--- src/mhit_pkg.sv ---
// shared types, constants and codes of the multilevel hash id table
package mhit_pkg;

	localparam int LEVELS      = 5;
	localparam int SLOTS       = 128;
	localparam int LVL_W       = 3;
	localparam int SLOT_W      = 7;
	localparam int ADDR_W      = LVL_W + SLOT_W;
	localparam int DEPTH       = LEVELS * SLOTS;
	localparam int KEY_W       = 31;
	localparam int MOD_W       = 8;
	localparam int CFG_IDX_W   = 3;
	localparam int FUNC_W      = 2;
	localparam int STATUS_W    = 3;
	localparam int TRIES_W     = 10;
	localparam logic [TRIES_W-1:0] TRIES_MAX = 10'd641;

	// remainder unit: dividend padded to 32 bits, four bits a cycle
	localparam int MOD_BITS   = 32;
	localparam int MOD_STEP   = 4;
	localparam int MOD_PASSES = MOD_BITS / MOD_STEP;
	localparam int MOD_CNT_W  = 3;

	localparam logic [FUNC_W-1:0] FN_FIND  = 2'd0;
	localparam logic [FUNC_W-1:0] FN_ALLOC = 2'd1;
	localparam logic [FUNC_W-1:0] FN_FREE  = 2'd2;
	localparam logic [FUNC_W-1:0] FN_BAD   = 2'd3;

	localparam logic [STATUS_W-1:0] ST_FOUND     = 3'd0;
	localparam logic [STATUS_W-1:0] ST_INSERTED  = 3'd1;
	localparam logic [STATUS_W-1:0] ST_ALLOCATED = 3'd2;
	localparam logic [STATUS_W-1:0] ST_FREED     = 3'd3;
	localparam logic [STATUS_W-1:0] ST_ABSENT    = 3'd4;
	localparam logic [STATUS_W-1:0] ST_FULL      = 3'd5;
	localparam logic [STATUS_W-1:0] ST_INVALID   = 3'd6;

	typedef logic [LEVELS-1:0][MOD_W-1:0]  mod_vec_t;
	typedef logic [LEVELS-1:0][SLOT_W-1:0] rem_vec_t;

	localparam mod_vec_t MOD_RESET = {8'd73, 8'd79, 8'd83, 8'd89, 8'd97};

	typedef struct packed {
		logic [FUNC_W-1:0] func;
		logic [KEY_W-1:0]  key;
	} in_item_t;

	typedef struct packed {
		logic [STATUS_W-1:0] status;
		logic [KEY_W-1:0]    ident;
		logic [LVL_W-1:0]    level_hit;
		logic [SLOT_W-1:0]   slot_index;
	} out_item_t;

	typedef struct packed {
		logic                idle;
		logic                load;
		logic                clr_step;
		logic                next_id;
		logic                mod_start;
		logic                rd_issue;
		logic [LVL_W-1:0]    lvl;
		logic                note_empty;
		logic                wr_key;
		logic                wr_zero;
		logic                wr_empty;
		logic                res_load;
		logic [STATUS_W-1:0] res_code;
	} ctrl_cmd_t;

	typedef struct packed {
		logic              clr_last;
		logic              mod_done;
		logic [FUNC_W-1:0] func;
		logic              key_zero;
		logic              slot_empty;
		logic              slot_match;
		logic              have_empty;
		logic              out_busy;
	} dp_status_t;

endpackage

--- src/mhit_ctrl.sv ---
// controller state machine: clearing pass, level probing, retries, result hand-off
module mhit_ctrl (
	input  logic                  clk,
	input  logic                  arst_n,
	input  logic                  in_valid,
	input  mhit_pkg::dp_status_t  st,
	output mhit_pkg::ctrl_cmd_t   cmd
);

	localparam logic [3:0] S_CLEAR  = 4'd0;
	localparam logic [3:0] S_IDLE   = 4'd1;
	localparam logic [3:0] S_START  = 4'd2;
	localparam logic [3:0] S_MSTART = 4'd3;
	localparam logic [3:0] S_MWAIT  = 4'd4;
	localparam logic [3:0] S_RD     = 4'd5;
	localparam logic [3:0] S_EV     = 4'd6;
	localparam logic [3:0] S_INS    = 4'd7;
	localparam logic [3:0] S_FINISH = 4'd8;

	logic [3:0]                    state_q, state_nx;
	logic [mhit_pkg::LVL_W-1:0]    lvl_q, lvl_nx;
	logic [mhit_pkg::TRIES_W-1:0]  tries_q, tries_nx;
	logic [mhit_pkg::STATUS_W-1:0] code_q, code_nx;
	logic                          last_lvl;

	assign last_lvl = (lvl_q == mhit_pkg::LVL_W'(mhit_pkg::LEVELS - 1));

	always_comb begin
		state_nx = state_q;
		lvl_nx   = lvl_q;
		tries_nx = tries_q;
		code_nx  = code_q;
		cmd      = '0;
		cmd.lvl  = lvl_q;
		case (state_q)
			S_CLEAR: begin
				cmd.clr_step = 1'b1;
				if (st.clr_last) begin
					state_nx = S_IDLE;
				end
			end
			S_IDLE: begin
				cmd.idle = 1'b1;
				cmd.load = in_valid;
				if (in_valid) begin
					state_nx = S_START;
				end
			end
			S_START: begin
				lvl_nx   = '0;
				tries_nx = '0;
				if (st.func == mhit_pkg::FN_ALLOC) begin
					cmd.next_id = 1'b1;
					state_nx    = S_MSTART;
				end else if (st.func == mhit_pkg::FN_BAD || st.key_zero) begin
					code_nx  = mhit_pkg::ST_INVALID;
					state_nx = S_FINISH;
				end else begin
					state_nx = S_MSTART;
				end
			end
			S_MSTART: begin
				cmd.mod_start = 1'b1;
				lvl_nx        = '0;
				state_nx      = S_MWAIT;
			end
			S_MWAIT: begin
				if (st.mod_done) begin
					state_nx = S_RD;
				end
			end
			S_RD: begin
				cmd.rd_issue = 1'b1;
				state_nx     = S_EV;
			end
			S_EV: begin
				state_nx = S_FINISH;
				case (st.func)
					mhit_pkg::FN_FIND: begin
						if (!st.slot_empty && st.slot_match) begin
							code_nx = mhit_pkg::ST_FOUND;
						end else begin
							cmd.note_empty = st.slot_empty && !st.have_empty;
							state_nx       = last_lvl ? S_INS : S_RD;
							lvl_nx         = last_lvl ? lvl_q : lvl_q + 1'b1;
						end
					end
					mhit_pkg::FN_ALLOC: begin
						if (st.slot_empty) begin
							cmd.wr_key = 1'b1;
							code_nx    = mhit_pkg::ST_ALLOCATED;
						end else if (st.slot_match) begin
							if (tries_q == mhit_pkg::TRIES_MAX) begin
								code_nx = mhit_pkg::ST_FULL;
							end else begin
								cmd.next_id = 1'b1;
								tries_nx    = tries_q + 1'b1;
								state_nx    = S_MSTART;
							end
						end else if (last_lvl) begin
							code_nx = mhit_pkg::ST_FULL;
						end else begin
							lvl_nx   = lvl_q + 1'b1;
							state_nx = S_RD;
						end
					end
					default: begin
						if (st.slot_match) begin
							cmd.wr_zero = 1'b1;
							code_nx     = mhit_pkg::ST_FREED;
						end else if (last_lvl) begin
							code_nx = mhit_pkg::ST_ABSENT;
						end else begin
							lvl_nx   = lvl_q + 1'b1;
							state_nx = S_RD;
						end
					end
				endcase
			end
			S_INS: begin
				if (st.have_empty) begin
					cmd.wr_empty = 1'b1;
					code_nx      = mhit_pkg::ST_INSERTED;
				end else begin
					code_nx = mhit_pkg::ST_FULL;
				end
				state_nx = S_FINISH;
			end
			S_FINISH: begin
				cmd.res_code = code_q;
				if (!st.out_busy) begin
					cmd.res_load = 1'b1;
					state_nx     = S_IDLE;
				end
			end
			default: begin
				state_nx = S_IDLE;
			end
		endcase
	end

	always_ff @(posedge clk or negedge arst_n) begin
		if (!arst_n) begin
			state_q <= S_CLEAR;
			lvl_q   <= '0;
			tries_q <= '0;
			code_q  <= mhit_pkg::ST_FOUND;
		end else begin
			state_q <= state_nx;
			lvl_q   <= lvl_nx;
			tries_q <= tries_nx;
			code_q  <= code_nx;
		end
	end

	a_no_write_idle: assert property (@(posedge clk) disable iff (!arst_n)
		state_q == S_IDLE |-> !(cmd.wr_key || cmd.wr_zero || cmd.wr_empty))
		else $error("slot write while idle");
	a_lvl_range: assert property (@(posedge clk) disable iff (!arst_n)
		lvl_q <= mhit_pkg::LVL_W'(mhit_pkg::LEVELS - 1))
		else $error("level counter out of range");
	a_res_free: assert property (@(posedge clk) disable iff (!arst_n)
		cmd.res_load |-> !st.out_busy)
		else $error("result loaded over a held result");
	a_tries_range: assert property (@(posedge clk) disable iff (!arst_n)
		tries_q <= mhit_pkg::TRIES_MAX)
		else $error("retry counter out of range");
	a_accept_starts: assert property (@(posedge clk) disable iff (!arst_n)
		cmd.load |=> state_q == S_START)
		else $error("accepted transfer did not start");

endmodule

--- config.mk ---
export PLATFORM = sky130hd
export DESIGN_NAME = mhit_ctrl
export DESIGN_NICKNAME = d
export VERILOG_FILES = /design/src/mhit_pkg.sv /design/src/mhit_ctrl.sv
export SDC_FILE = /design/constraint.sdc
export NUM_CORES = 1
export LEC_CHECK = 0
export BUFFER_PORTS_ARGS = -buffer_cell sky130_fd_sc_hd__buf_2
export CELL_PAD_IN_SITES_DETAIL_PLACEMENT = 1
export CELL_PAD_IN_SITES_GLOBAL_PLACEMENT = 1
export CORE_MARGIN = 5
export CORE_UTILIZATION = 44
export CTS_CLUSTER_SIZE = 30
export DETAILED_ROUTE_END_ITERATION = 7
export GPL_ROUTABILITY_DRIVEN = 0
export GPL_TIMING_DRIVEN = 1
export PLACE_DENSITY = 0.88
export SYNTH_ARGS = -nofsm -noshare
export SYNTH_HDL_FRONTEND = slang
export SYNTH_SLANG_ARGS = --single-unit
--- constraint.sdc ---
create_clock -name clk -period 3.25 [get_ports clk]
set_clock_uncertainty 0.15 [all_clocks]
set_input_delay 0.975 -clock clk [delete_from_list [all_inputs] [get_ports clk]]
set_output_delay 0.975 -clock clk [all_outputs]
set_load 0.005 [all_outputs]
Word level (Yosys, flattened, before mapping) --
Index checks and enable logic that the tools add are counted.
Operators by class: reduce and logical (&&, ||, !) cells 16, multiplexer cells 59, add/subtract/negate cells 2, equality and inequality tests 28
Operators with widths (number):
- $mux 4 | 13
- $mux 3 | 15
- $mux 10 | 4
- $pmux 4 s9 | 1
- $ne 2x2->1 const B | 10
- $pmux 10 s2 | 1
- $pmux 3 s2 | 3
- $mux 1 | 17
- $eq 4x3->1 const B | 4
- $add 10x1->10 const B | 1
- $eq 10x10->1 const B | 1
- $ne 5x5->1 const B | 2
- $ne 3x3->1 const B | 3
- $pmux 3 s3 | 1
- $eq 4x2->1 const B | 2
- $pmux 4 s2 | 1
- $reduce_and 7->1 | 1
- $ne 5x4->1 const B | 1
- $reduce_and 5->1 | 1
- $eq 4x1->1 const B | 1
- $eq 4x4->1 const B | 1
- $logic_not 4->1 | 1
- $mux 2 | 2
- $reduce_and 4->1 | 1
- other kinds (13) | 17
Storage, ports and cells: word-level logic and storage cells 109, flip-flop bits (word level) 20, output and inout bits 17, bits of input ports 12

Longest topological paths before layout --
depth after elaboration 6, depth in mapped cells 6, depth with buffers taken out 6

Least setup slack after synthesis --
No wires, ideal clock.
kind input-to-output, from in st[3] (netlist bit), to out cmd[13] (netlist bit), stages on the path 4, slack 0.335 ns, buffers on the path 0, data required time 2.125 ns, arrival 1.790 ns, cells stage by stage nand4bb_1 > a31oi_2 > and2_1 > o21bai_1
RTL lines:
- start: declaration | line mhit_ctrl.sv:6 | input mhit_pkg::dp_status_t st,
- end: declaration | line mhit_ctrl.sv:7 | output mhit_pkg::ctrl_cmd_t cmd

==> qor.yml <==
status: "complete, no violations"
ir_worst_vdd_mv: 0.437
ys.flop_type: "dfrtp_1"
via_per_inst: 5.88
dp.final_hpwl_um: 3370
htree_levels: 1
io_pins: 29
mostFrequentLayoutCells: "buf_2 (28), nand2_1 (20), dfrtp_1 (19), nor2_1 (16)"
final.period_utilization_pct: 98.3
totalPowerFinal_mw: 1.18
timing.hold.ws_ns: 0.364
nets: 218
first_pass_iters: 4
drt_wl_total_um: 4630
ant_nets: 0
grt_max_degree: 21
antenna_found_initial: 0
clk_latency_ns: 0.33
cts.clk_slew.worst_paths_ns: 0.13
end_kind: "output pin"
hold_violations: 0
post_synth.cell_area_avg_um2: 8.77
cts.sinks: 20
path_max_fanout: 8
antenna_cells: 0
final_common_cell: "buf_2"
seq_area_frac_synth_pct: 33.4
initial_utilization_pct: 45.3
crit_type: "in2out"
cp_data_arrival_time_ns: 2.07
required_ns: 2.12
maxCapViolations: 0
ys_warn_count: 0
die_y_um: 68.4
wire_per_inst_um: 18.7
period_needed_ns: 3.20
ys_types: 50
reg2reg_slack_ns: 0.88
drcViolationCount: 0
hold_buffers: 0
vias: 1453
hp-class: "reg2reg"
synth_edf_count: 0
root_buffer: "clkbuf_4"
worst_setup_path_start_kind: "input port"
grt_pass1_wl_um: 7420
clock_tree.buffer_depth: 2
setup_viol_count_final: 0
drt-initial-drc-count: 112
track_usage_pct: 21.5
dieArea_um2: 4680
coreArea_um2: 3310
worst_pin_slew_ns: 0.685
area_growth_pct: 17.6
synth_fp_nets: 187
maxSlewViolCount: 0
grt_overflow: 0
grt_pass1_vias: 1484
cts_tree: "yes"
leakagePower_nw: 0.816
die_width_um: 68.4
ys_async_sr_fraction_pct: 100
syn_inst: 171
drive_above_1_share_pct: 28.9
slew_headroom_pct: 54.2
powerDensity_nw_per_um2: 667
synth_seq_cells: 20
synth_area_um2: 1500
port-buffer-count: 28
fp-row-count: 21
rsz0062_at_grt: "no"
max_freq_ghz: 0.313
numCtsBuffers: 3
fin_tns_setup_ns: 0
==> worst max-delay path, cell delays in order <==
cell and delay [ns]:
buf_2 0.14, nand4bb_1 0.29, a31oi_2 0.22, and2_1 0.19, o21bai_1 0.12, buf_2 0.13
==> cells by family after synthesis <==
family / after synthesis / synth area share [%]
simple gates: 89 / 34.3
compound gates: 34 / 18.4
flops: 20 / 33.4
buf+inv: 15 / 4.34
mux: 9 / 6.34
fa+ha+maj: 4 / 3.34
==> state kept, by name (all words and copies together), names as in the netlist <==
name     flops
state_q      4
tries_q     10
lvl_q        3
code_q       3
==> cells in the mapped netlist (2+ instances only) <==
cell type,number,area [µm²]
dfrtp_1,20,500
nand2_1,20,75.1
nor2_1,16,60.1
and2_1,7,43.8
inv_1,7,26.3
a21oi_1,6,30.0
and3_1,5,31.3
mux2i_1,5,50.1
nor2b_1,5,31.3
nor3_1,5,25.0
or2_2,5,31.3
buf_2,4,20.0
ha_1,4,50.1
nor3b_1,4,30.0
o21ai_0,4,20.0
o21bai_1,4,30.0
clkbuf_1,3,11.3
mux2_2,3,33.8
nand3_1,3,15.0
nand4_1,3,18.8
nor4_1,3,18.8
o32ai_1,3,26.3
a21o_1,2,15.0
a311oi_1,2,17.5
and4bb_2,2,25.0
nand2b_1,2,12.5
==> routing by layer <==
layer / up-vias / track usage, % / wire [µm]
met5: - / 0 / 0
li1: 684 / - / -
met2: 31 / 36.5 / 2390
met4: 0 / 7.94 / 69
met1: 731 / 27.5 / 2000
met3: 7 / 2.79 / 163
==> where the power goes <==
group / internal (mW) / switching (mW) / total, mW
registers: 0.331 / 0.140 / 0.471
logic: 0.230 / 0.256 / 0.486
clock network: 0.125 / 0.0953 / 0.220
total: 0.686 / 0.491 / 1.18
==> path summary, 6_finish.rpt <==
path	start	end	depth (start not counted)
setup / recovery	st[3]	cmd[13]	6
hold / removal	lvl_q[2]	lvl_q[2]	1
setup reg to reg	lvl_q[0]	state_q[2]	6
hold reg to reg	lvl_q[2]	lvl_q[2]	1
max in group asynchronous	arst_n	state_q[2]	1
min in group asynchronous	arst_n	lvl_q[1]	1
==> cell type report <==
class / instances / area (µm²)
clock buffers: 3 / 22.5
repair buffers: 34 / 185
inverters: 7 / 26.3
well taps: 46 / 57.6
multi-input cells: 136 / 941
clock inverters: 1 / 30.0
flip-flops and latches: 20 / 502
fillers: 414 / 1550
==> timing repair <==
action                                  CTS  global route
endpoints found under the setup margin    0             3
buffers inserted                          0             0
gates resized for setup                   0             3
==> stage by stage <==
step	area, µm²	setup WS [ns]	util [%]	std cells
6_report	1760	0.0548	53.3	247
5_1_grt	1760	0.0276	53.3	247
4_1_cts	1760	0.0696	53.1	247
3_5_place_dp	1700	0.0998	51.5	243
3_3_place_gp	1700	0.151	51.5	243
2_1_floorplan	1500	0.335	-	171
Power figures use the tool's default switching activity.
